### src/rtl/core/pmpt_pkg.sv
// Shared types and constants for the PS/2 mouse packet tracker.
// No dependencies; each other file but the macros header imports it.
package pmpt_pkg;

	localparam int COORD_BITS_DEF  = 13;
	localparam int QUEUE_DEPTH_DEF = 2;

	// Configuration port.
	localparam int REG_W     = 14;
	localparam int REG_IDX_W = 1;
	localparam logic [REG_IDX_W-1:0] REG_SCREEN_WIDTH  = 1'd0;
	localparam logic [REG_IDX_W-1:0] REG_SCREEN_HEIGHT = 1'd1;
	localparam logic [REG_W-1:0] SCREEN_WIDTH_RESET  = 14'd1024;
	localparam logic [REG_W-1:0] SCREEN_HEIGHT_RESET = 14'd768;

	// A delta spans -511..510 once the overflow extension is added.
	localparam int DELTA_W = 10;
	typedef logic signed [DELTA_W-1:0] delta_t;

	// One framed packet, already classified into deltas and buttons.
	typedef struct packed {
		delta_t     dx;
		delta_t     dy;
		logic       right;
		logic       middle;
		logic       left;
	} pkt_t;

endpackage

### src/rtl/core/pmpt_if.sv
// Channel interfaces of the PS/2 mouse packet tracker: received bytes and cursor reports.
// Depends on pmpt_pkg for the default coordinate width.
interface pmpt_byte_if;
	logic       valid;
	logic       ready;
	logic [7:0] rx_byte;

	modport source (output valid, output rx_byte, input ready);
	modport sink (input valid, input rx_byte, output ready);
endinterface

interface pmpt_cursor_if import pmpt_pkg::*; #(
	parameter int COORD_BITS = COORD_BITS_DEF
);
	logic                  valid;
	logic                  ready;
	logic [COORD_BITS-1:0] cursor_x;
	logic [COORD_BITS-1:0] cursor_y;
	logic                  left_button;
	logic                  middle_button;
	logic                  right_button;

	modport source (output valid, output cursor_x, output cursor_y, output left_button,
		output middle_button, output right_button, input ready);
	modport sink (input valid, input cursor_x, input cursor_y, input left_button,
		input middle_button, input right_button, output ready);
endinterface

### src/rtl/core/pmpt_front.sv
// Front end: drops the first byte after reset, frames flags/X/Y packets and forms deltas.
// Depends on pmpt_pkg and the byte channel interface.
module pmpt_front import pmpt_pkg::*; (
	input  logic        clk,
	input  logic        arst_n,
	pmpt_byte_if.sink   bytes,
	input  logic        queue_full,
	output logic        push,
	output pkt_t        push_pkt
);

	localparam logic [1:0] PH_FLAGS = 2'd0;
	localparam logic [1:0] PH_X     = 2'd1;
	localparam logic [1:0] PH_Y     = 2'd2;

	localparam int SYNC_BIT  = 3;
	localparam int XSIGN_BIT = 4;
	localparam int YSIGN_BIT = 5;
	localparam int XOVF_BIT  = 6;
	localparam int YOVF_BIT  = 7;

	logic [1:0] phase_q;
	logic       skip_q;
	logic [7:0] flags_q;
	logic [7:0] xbyte_q;
	logic       accept;

	// Nine-bit sign extension of the byte, then a further 255 on overflow.
	function automatic delta_t form_delta(logic [7:0] mag, logic neg, logic ovf);
		delta_t d;
		d = neg ? {2'b11, mag} : {2'b00, mag};
		if (ovf) begin
			d = neg ? d - delta_t'(255) : d + delta_t'(255);
		end
		return d;
	endfunction

	// Only the byte that closes a packet needs room in the queue.
	assign bytes.ready = skip_q || (phase_q != PH_Y) || !queue_full;
	assign accept      = bytes.valid && bytes.ready;
	assign push        = accept && !skip_q && (phase_q == PH_Y);

	always_comb begin
		push_pkt.dx     = form_delta(xbyte_q, flags_q[XSIGN_BIT], flags_q[XOVF_BIT]);
		push_pkt.dy     = form_delta(bytes.rx_byte, flags_q[YSIGN_BIT], flags_q[YOVF_BIT]);
		push_pkt.left   = flags_q[0];
		push_pkt.right  = flags_q[1];
		push_pkt.middle = flags_q[2];
	end

	always_ff @(posedge clk or negedge arst_n) begin
		if (!arst_n) begin
			phase_q <= PH_FLAGS;
			skip_q  <= 1'b1;
			flags_q <= '0;
			xbyte_q <= '0;
		end else if (accept) begin
			if (skip_q) begin
				skip_q <= 1'b0;
			end else begin
				unique case (phase_q)
					PH_X: begin
						xbyte_q <= bytes.rx_byte;
						phase_q <= PH_Y;
					end
					PH_Y: begin
						phase_q <= PH_FLAGS;
					end
					default: begin
						// Resynchronize: a packet starts only on a byte with the sync bit.
						if (bytes.rx_byte[SYNC_BIT]) begin
							flags_q <= bytes.rx_byte;
							phase_q <= PH_X;
						end else begin
							phase_q <= PH_FLAGS;
						end
					end
				endcase
			end
		end
	end

endmodule

### src/rtl/core/pmpt_fifo.sv
// Short packet queue between the framing front end and the cursor back end.
// Depends on pmpt_pkg for the packet type.
module pmpt_fifo import pmpt_pkg::*; #(
	parameter int DEPTH = QUEUE_DEPTH_DEF
) (
	input  logic clk,
	input  logic arst_n,
	input  logic push,
	input  pkt_t push_pkt,
	output logic full,
	input  logic pop,
	output logic rd_valid,
	output pkt_t rd_pkt
);

	localparam int PTR_W = (DEPTH > 1) ? $clog2(DEPTH) : 1;
	localparam int CNT_W = $clog2(DEPTH + 1);
	localparam logic [PTR_W-1:0] LAST = PTR_W'(DEPTH - 1);

	pkt_t             mem_q [DEPTH];
	logic [PTR_W-1:0] wr_ptr_q;
	logic [PTR_W-1:0] rd_ptr_q;
	logic [CNT_W-1:0] count_q;
	logic             do_push;
	logic             do_pop;

	assign full     = (count_q == CNT_W'(DEPTH));
	assign rd_valid = (count_q != '0);
	assign rd_pkt   = mem_q[rd_ptr_q];
	assign do_push  = push && !full;
	assign do_pop   = pop && rd_valid;

	always_ff @(posedge clk) begin
		if (do_push) begin
			mem_q[wr_ptr_q] <= push_pkt;
		end
	end

	always_ff @(posedge clk or negedge arst_n) begin
		if (!arst_n) begin
			wr_ptr_q <= '0;
			rd_ptr_q <= '0;
			count_q  <= '0;
		end else begin
			if (do_push) begin
				wr_ptr_q <= (wr_ptr_q == LAST) ? '0 : wr_ptr_q + PTR_W'(1);
			end
			if (do_pop) begin
				rd_ptr_q <= (rd_ptr_q == LAST) ? '0 : rd_ptr_q + PTR_W'(1);
			end
			if (do_push && !do_pop) begin
				count_q <= count_q + CNT_W'(1);
			end else if (do_pop && !do_push) begin
				count_q <= count_q - CNT_W'(1);
			end
		end
	end

endmodule

### src/rtl/core/pmpt_back.sv
// Back end: applies packet deltas to the cursor, clamps to the screen, holds the report.
// Depends on pmpt_pkg and the cursor channel interface.
module pmpt_back import pmpt_pkg::*; #(
	parameter int COORD_BITS = COORD_BITS_DEF
) (
	input  logic             clk,
	input  logic             arst_n,
	input  logic             pkt_valid,
	input  pkt_t             pkt,
	output logic             pop,
	input  logic [REG_W-1:0] screen_width,
	input  logic [REG_W-1:0] screen_height,
	pmpt_cursor_if.source    report
);

	localparam int SUM_W = COORD_BITS + 2;
	localparam int LIM_W = (COORD_BITS + 1 > REG_W) ? COORD_BITS + 1 : REG_W;
	localparam logic [LIM_W-1:0] LIM_CAP = LIM_W'(1) << COORD_BITS;

	logic [COORD_BITS-1:0] pos_x_q;
	logic [COORD_BITS-1:0] pos_y_q;
	logic [2:0]            btn_q;
	logic                  out_valid_q;
	logic [COORD_BITS-1:0] next_x;
	logic [COORD_BITS-1:0] next_y;
	delta_t                neg_dy;

	function automatic logic [COORD_BITS-1:0] clamp_axis(logic [COORD_BITS-1:0] pos,
		delta_t d, logic [REG_W-1:0] size);
		logic signed [SUM_W-1:0] v;
		logic [LIM_W-1:0]        sz;
		logic [COORD_BITS-1:0]   maxv;
		logic [COORD_BITS-1:0]   res;
		v  = $signed({2'b00, pos}) + $signed({{(SUM_W - DELTA_W){d[DELTA_W-1]}}, d});
		sz = LIM_W'(size);
		// An empty screen pins the axis at zero; an oversize one is capped to the field.
		if (sz == '0) begin
			maxv = '0;
		end else if (sz >= LIM_CAP) begin
			maxv = '1;
		end else begin
			maxv = COORD_BITS'(sz - LIM_W'(1));
		end
		if (v < 0) begin
			res = '0;
		end else if (v > $signed({2'b00, maxv})) begin
			res = maxv;
		end else begin
			res = COORD_BITS'(v);
		end
		return res;
	endfunction

	// Y grows downward on screen, so the mouse delta is subtracted.
	assign neg_dy = -pkt.dy;
	assign next_x = clamp_axis(pos_x_q, pkt.dx, screen_width);
	assign next_y = clamp_axis(pos_y_q, neg_dy, screen_height);
	assign pop    = pkt_valid && (!out_valid_q || report.ready);

	// The position registers double as the report payload: they change only on pop.
	assign report.valid         = out_valid_q;
	assign report.cursor_x      = pos_x_q;
	assign report.cursor_y      = pos_y_q;
	assign report.left_button   = btn_q[0];
	assign report.middle_button = btn_q[1];
	assign report.right_button  = btn_q[2];

	always_ff @(posedge clk or negedge arst_n) begin
		if (!arst_n) begin
			pos_x_q     <= '0;
			pos_y_q     <= '0;
			btn_q       <= '0;
			out_valid_q <= 1'b0;
		end else begin
			if (pop) begin
				pos_x_q     <= next_x;
				pos_y_q     <= next_y;
				btn_q       <= {pkt.right, pkt.middle, pkt.left};
				out_valid_q <= 1'b1;
			end else if (report.ready) begin
				out_valid_q <= 1'b0;
			end
		end
	end

endmodule

### src/rtl/core/ps2_mouse_packet_tracker_top.sv
// PS/2 mouse packet tracker: top level with the screen size registers.
// Depends on pmpt_pkg, pmpt_if, pmpt_front, pmpt_fifo and pmpt_back.
//
// Usage: received mouse bytes enter on the bytes channel, one word per accepted
// handshake. The first word after reset is discarded; after that the block frames
// flags, X and Y words, starting a packet only on a flags word with bit 3 set.
// Each completed packet yields one word on the report channel: the clamped cursor
// position (zero at the top left) and the three button bits.
// Throughput is one input word per cycle while the bytes channel is not stalled.
// A report passes from the word that closes its packet through the packet queue,
// then the cursor update stage, which is also the report's output register.
// When the receiver stalls, reports wait in that register and in the queue; the
// bytes channel keeps accepting flags and X words and stalls only on a word that
// closes a packet while the queue is full. Reset clears the cursor to (0,0), the
// buttons, the framing state, and sets the screen to 1024 by 768. The user is to
// give screen size writes on the configuration port only while the block is idle;
// the block does not enforce it. They apply from the next completed packet on.
module ps2_mouse_packet_tracker_top import pmpt_pkg::*; #(
	parameter int COORD_BITS  = COORD_BITS_DEF,
	parameter int QUEUE_DEPTH = QUEUE_DEPTH_DEF
) (
	input  logic                 clk,
	input  logic                 arst_n,
	pmpt_byte_if.sink            bytes,
	pmpt_cursor_if.source        report,
	input  logic                 cfg_we,
	input  logic [REG_IDX_W-1:0] cfg_index,
	input  logic [REG_W-1:0]     cfg_data
);

	logic [REG_W-1:0] screen_width_q;
	logic [REG_W-1:0] screen_height_q;
	logic             push;
	pkt_t             push_pkt;
	logic             queue_full;
	logic             pop;
	logic             pkt_valid;
	pkt_t             pkt;

	always_ff @(posedge clk or negedge arst_n) begin
		if (!arst_n) begin
			screen_width_q  <= SCREEN_WIDTH_RESET;
			screen_height_q <= SCREEN_HEIGHT_RESET;
		end else if (cfg_we) begin
			unique case (cfg_index)
				REG_SCREEN_WIDTH:  screen_width_q  <= cfg_data;
				REG_SCREEN_HEIGHT: screen_height_q <= cfg_data;
				default: begin
				end
			endcase
		end
	end

	pmpt_front u_front (
		.clk        (clk),
		.arst_n     (arst_n),
		.bytes      (bytes),
		.queue_full (queue_full),
		.push       (push),
		.push_pkt   (push_pkt)
	);

	pmpt_fifo #(
		.DEPTH (QUEUE_DEPTH)
	) u_fifo (
		.clk      (clk),
		.arst_n   (arst_n),
		.push     (push),
		.push_pkt (push_pkt),
		.full     (queue_full),
		.pop      (pop),
		.rd_valid (pkt_valid),
		.rd_pkt   (pkt)
	);

	pmpt_back #(
		.COORD_BITS (COORD_BITS)
	) u_back (
		.clk           (clk),
		.arst_n        (arst_n),
		.pkt_valid     (pkt_valid),
		.pkt           (pkt),
		.pop           (pop),
		.screen_width  (screen_width_q),
		.screen_height (screen_height_q),
		.report        (report)
	);

endmodule

### src/flat_wrapper.sv
// flat-port wrapper written by rule: the top's interface ports become plain ports
module ps2_mouse_packet_tracker_top_flat import pmpt_pkg::*;
#(
	parameter int COORD_BITS  = COORD_BITS_DEF,
	parameter int QUEUE_DEPTH = QUEUE_DEPTH_DEF
)
  (clk, arst_n, cfg_we, cfg_index, cfg_data, bytes_valid, bytes_rx_byte, bytes_ready, report_valid, report_cursor_x, report_cursor_y, report_left_button, report_middle_button, report_right_button, report_ready);
  pmpt_byte_if bytes_i ();
  pmpt_cursor_if #(.COORD_BITS(COORD_BITS)) report_i ();
  input  logic clk;
  input  logic arst_n;
  input  logic cfg_we;
  input  logic [REG_IDX_W-1:0] cfg_index;
  input  logic [REG_W-1:0] cfg_data;
  input wire logic [$bits(bytes_i.valid)-1:0] bytes_valid;
  input wire logic [$bits(bytes_i.rx_byte)-1:0] bytes_rx_byte;
  output wire logic [$bits(bytes_i.ready)-1:0] bytes_ready;
  output wire logic [$bits(report_i.valid)-1:0] report_valid;
  output wire logic [$bits(report_i.cursor_x)-1:0] report_cursor_x;
  output wire logic [$bits(report_i.cursor_y)-1:0] report_cursor_y;
  output wire logic [$bits(report_i.left_button)-1:0] report_left_button;
  output wire logic [$bits(report_i.middle_button)-1:0] report_middle_button;
  output wire logic [$bits(report_i.right_button)-1:0] report_right_button;
  input wire logic [$bits(report_i.ready)-1:0] report_ready;
  assign bytes_i.valid = bytes_valid;
  assign bytes_i.rx_byte = bytes_rx_byte;
  assign bytes_ready = bytes_i.ready;
  assign report_valid = report_i.valid;
  assign report_cursor_x = report_i.cursor_x;
  assign report_cursor_y = report_i.cursor_y;
  assign report_left_button = report_i.left_button;
  assign report_middle_button = report_i.middle_button;
  assign report_right_button = report_i.right_button;
  assign report_i.ready = report_ready;
  ps2_mouse_packet_tracker_top #(.COORD_BITS(COORD_BITS), .QUEUE_DEPTH(QUEUE_DEPTH)) u_core (.clk(clk), .arst_n(arst_n), .bytes(bytes_i), .report(report_i), .cfg_we(cfg_we), .cfg_index(cfg_index), .cfg_data(cfg_data));
endmodule
### config.mk
export PLATFORM = sky130hd
export DESIGN_NAME = ps2_mouse_packet_tracker_top_flat
export DESIGN_NICKNAME = d
export VERILOG_FILES = /design/src/rtl/core/pmpt_pkg.sv /design/src/rtl/core/pmpt_if.sv /design/src/rtl/core/pmpt_front.sv /design/src/rtl/core/pmpt_fifo.sv /design/src/rtl/core/pmpt_back.sv /design/src/rtl/core/ps2_mouse_packet_tracker_top.sv /design/src/flat_wrapper.sv
export SDC_FILE = /design/constraint.sdc
export NUM_CORES = 1
export LEC_CHECK = 0
export BUFFER_PORTS_ARGS = -buffer_cell sky130_fd_sc_hd__buf_2
export CAP_MARGIN = 10
export CORE_MARGIN = 2
export CORE_UTILIZATION = 30
export DETAILED_ROUTE_END_ITERATION = 6
export GPL_TIMING_DRIVEN = 0
export HOLD_SLACK_MARGIN = 0.06
export RECOVER_POWER = 25
export REMOVE_ABC_BUFFERS = 1
export SYNTH_ARGS = -nofsm -noshare
export SYNTH_HDL_FRONTEND = slang
export SYNTH_HIERARCHICAL = 1
export SYNTH_SLANG_ARGS = --single-unit
### constraint.sdc
create_clock -name clk -period 4.5 [get_ports clk]
set_clock_uncertainty 0.15 [all_clocks]
set_input_delay 0.9 -clock clk [delete_from_list [all_inputs] [get_ports clk]]
set_output_delay 0.9 -clock clk [all_outputs]
set_load 0.005 [all_outputs]
==> run_results.csv <==
group,metric,value,unit
die,die_w,176.3,µm
worst_setup_path,critPathMaxStageDelay,530,ps
die,num_rows,63,
synth,synth_cell_types,78,
sta,slew_headroom,-3.381,%
synth,ys_seq_elements,126,
detailed_routing,ant_nets,0,
synth,yosysTopAreaCellShare,21.34,%
final_layout,final_cell_area,11000,µm²
worst_setup_path,crit_path_start_kind,"flop",
global_route,grt.total_usage,13.72,%
die,initial_core_util,30.23,%
power,p_comb_share,61.7,%
sta,post-route-min-period,5026,ps
min_path,worstHoldPathType,"reg2reg",
synth,synthTopCellsByArea,"dfrtp_1, edfxtp_1, ha_1, mux2_2, mux2_4",
clock_network,cts_tree,"done",
final_layout,area_delta_synth_final,23.49,%
die,fp.coreArea,29480,µm²
synth,syn_avg_cell_area,10.35,µm²
placement,gp_congestion,0.8676,
sta,hold_violations,0,
placement,place_area,9529,µm²
detailed_routing,drc,0,
power,power_density,785.9,nW/µm²
detailed_routing,wl,21420,µm
power,p_int,4.958,mW
sta,rsz0062_at_grt,"true",
worst_setup_path,crit_required,4640,ps
synth,yosysTopAreaCell,"dfrtp_1",
final_layout,layout-drive-gt1-share,30.31,%
worst_setup_path,crit_path_max_fanout,7,
detailed_routing,drt-vias-per-instance,4.985,
power,pwr-share-seq,22.1,%
worst_setup_path,end_kind,"flop",
sta,holdWs,317.6,ps
detailed_routing,detail_route.wl_per_cell,15.75,µm
synth,synth_edf_count,46,
worst_setup_path,cp.arrival,5170,ps
synth,yosysSeqAreaShare,38.02,%
sta,fin_crit_sh,111.7,%
sta,worstMarginPinSlew,1551,ps
power,power.switching,3.691,mW
run,cap_viol_max_count,1,
worst_setup_path,r2r-start,"u_core/u_fifo/rd_ptr_q",
synth,ys_warn_count,6,
sta,final.setup.worst_slack,-525.9,ps
status,violations,"capacitance limit, slew limit, setup timing",
worst_setup_path,cp_num_buf_inv,1,
worst_setup_path,crit_top_cell,"o211ai_1",
final_layout,antenna_cells,0,
global_route,grt_overflow,0,
clock_network,clk_pin_slew_worst_paths,60,ps
die,die_h,176.3,µm
clock_network,clk-insertion-delay-late,430,ps
final_layout,nets,1065,
worst_setup_path,reg2reg_to,"u_core/u_back/report.cursor_y[1]",
global_route,grt_antenna_before_repair,1,
clock_network,numCtsBuffers,17,
worst_setup_path,r2r_slack,-530,ps
synth,synth_cells,861,
min_path,min_to,"u_core/u_fifo/mem_q[0][0]",
min_path,min_from,"u_core/u_front/flags_q[0]",
sta,setup-violations-final,26,
clock_network,clockRootBuffer,"clkbuf_16",
clock_network,ctsHoldBuffers,0,
global_route,grt_pass1_vias,6543,
worst_setup_path,reg2reg_depth,20,
synth,ys.flop_type,"dfrtp_1",
synth,synthArstFlopShare,63.49,%
power,clkPwrFrac,16.2,%
power,sw_frac_of_total,42.67,%
synth,netlist_area,8911,µm²
die,die-area,31100,µm²
worst_setup_path,slowest_stage,"a311o_2",
status,status,"finished with violations",
placement,port_buffers,58,
worst_setup_path,worstSetupPathType,"reg2reg",
sta,final.setup.tns,-10750,ps
detailed_routing,drtPass1Iterations,5,
clock_network,cts.sinks,126,
sta,slew_violations,28,
detailed_routing,vias,6780,
power,p_leak,4.708,nW
global_route,grt_pass1_wl,33710,µm
clock_network,clockBufferDepth,2,
min_path,hold_path_depth,0,
power,ir_drop,0.2869,mV
clock_network,cts.htree.levels,4,
sta,fmax,199.0,MHz
worst_setup_path,cp_cell_sequence,"buf_6, mux2_4, nor4_4, nand2_2, nor3_4, xnor2_4, ha_4, a21oi_4, nor2b_2, a41oi_2, o211ai_1, a21oi_1, xor2_1, ha_1, a211o_1, a21oi_2, o211ai_1, a311o_2, mux2i_1, o21ai_1",
final_layout,fill_cells,2917,
placement,dp_hpwl,15380,µm
die,io_pins,59,
detailed_routing,drt_iter0_drc,305,
synth,synthTopCellsByCount,"dfrtp_1, ha_1, nand2_1",
worst_setup_path,cp_top_family,"compound AO/OA/AOI/OAI gates",
global_route,grt_start_max_net_pins,55,
-- sequential cells by signal, indices dropped and copies added, names as in the netlist --
| signal | count |
|---|---|
| u_core/screen_height_q | 14 |
| u_core/screen_width_q | 14 |
| u_core/u_back/btn_q | 3 |
| u_core/u_back/report.cursor_x | 13 |
| u_core/u_back/report.cursor_y | 13 |
| u_core/u_back/report.valid | 1 |
| u_core/u_fifo/count_q | 2 |
| u_core/u_fifo/mem_q | 46 |
| u_core/u_fifo/rd_ptr_q | 1 |
| u_core/u_fifo/wr_ptr_q | 1 |
| u_core/u_front/flags_q | 7 |
| u_core/u_front/phase_q | 2 |
| u_core/u_front/skip_q | 1 |
| u_core/u_front/xbyte_q | 8 |
-- layout by cell type (no fill, tap or decap), types with 6 or more instances in the layout --
cell type / count
a211oi_1: 6
a21o_1: 22
a21oi_1: 45
a21oi_2: 7
a31oi_1: 11
buf_2: 57
buf_4: 39
buf_6: 7
clkbuf_16: 19
dfrtp_1: 75
edfxtp_1: 46
ha_1: 64
ha_4: 9
inv_1: 48
mux2_2: 44
mux2_4: 23
mux2i_1: 17
nand2_1: 65
nand2b_1: 7
nand3_1: 13
nor2_1: 34
nor2b_1: 8
nor3_1: 7
o211ai_1: 10
o21a_1: 9
o21ai_0: 44
o21ai_1: 13
o21bai_1: 6
or3_1: 11
xnor2_1: 32
xor2_1: 24
-- logic make-up (layout without fill, tap and decap cells) --
kind of cell	after synthesis	count (layout)	synth area share (%)
AO/OA/AOI/OAI	215	216	15.40
XOR/XNOR	59	59	5.799
adder cells (fa/ha/maj)	80	80	11.57
buffers and inverters	84	192	4.942
flip-flops	126	126	38.02
multiplexers	86	86	11.53
AND/OR/NAND/NOR	211	211	12.73
-- cell type report --
type | count | area (µm²) | share of cell area (%)
Multi-Input combinational cell | 652 | 5578 | 50.69
Sequential cell | 126 | 3392 | 30.82
Timing Repair Buffer | 110 | 755.7 | 6.868
Tap cell | 390 | 488.0 | 4.434
Clock buffer | 21 | 483.0 | 4.389
Inverter | 50 | 187.7 | 1.706
Clock inverter | 11 | 120.1 | 1.092
-- power by group through the flow --
stage                     logic [mW]  registers, mW  clock network, mW
after floorplan                 3.28           1.87                  0
after detailed placement        4.32           1.93                  0
after CTS                       4.91           1.92               1.43
after global routing            5.87           1.96               1.49
final                           5.33           1.91               1.40
after global placement          4.18           1.96                  0
-- stage by stage --
step,worst slack [ps],power (mW),util [%],cells
floorplan,-1015,5.152,-,827
global placement,-2036,6.136,32.01,1275
detailed placement,-1395,6.252,32.32,1280
CTS,-468.3,8.258,36.27,1343
global route,-717.6,9.319,37.33,1360
finish,-525.9,8.649,37.33,1360
-- worst max-delay path by stage --
stage | from | endpoint | slack (ps) | cells past startpoint
after floorplan | u_core/u_fifo/rd_ptr_q | u_core/u_back/report.cursor_y[12] | -1020 | 19
after global placement | u_core/u_fifo/rd_ptr_q | u_core/u_back/report.cursor_x[0] | -2040 | 19
after detailed placement | u_core/u_fifo/rd_ptr_q | u_core/u_back/report.cursor_y[12] | -1400 | 19
after CTS | u_core/u_fifo/rd_ptr_q | u_core/u_back/report.cursor_y[5] | -470 | 20
after global routing | u_core/u_fifo/rd_ptr_q | u_core/u_back/report.cursor_y[5] | -720 | 20
final | u_core/u_fifo/rd_ptr_q | u_core/u_back/report.cursor_y[1] | -530 | 20
-- per-layer routing --
metal,up-vias,part of all wire (%),GRT usage (%),wire [µm]
li1,3346,-,-,-
met1,3281,48,18.51,10190
met2,114,46,21.58,9894
met3,37,3.5,2.756,748
met4,2,2.7,5.441,573
met5,-,0.061,0,13
-- timing repair --
action | 4_1_cts | 5_1_grt
pin swaps | 38 | 48
gates resized for setup | 62 | 47
cloned | 3 | 2
buffers inserted | 28 | 14
setup endpoints to repair | 26 | 26
hold endpoints to repair | 0 | 0
Note: power is estimated with default switching activity, not from simulation.
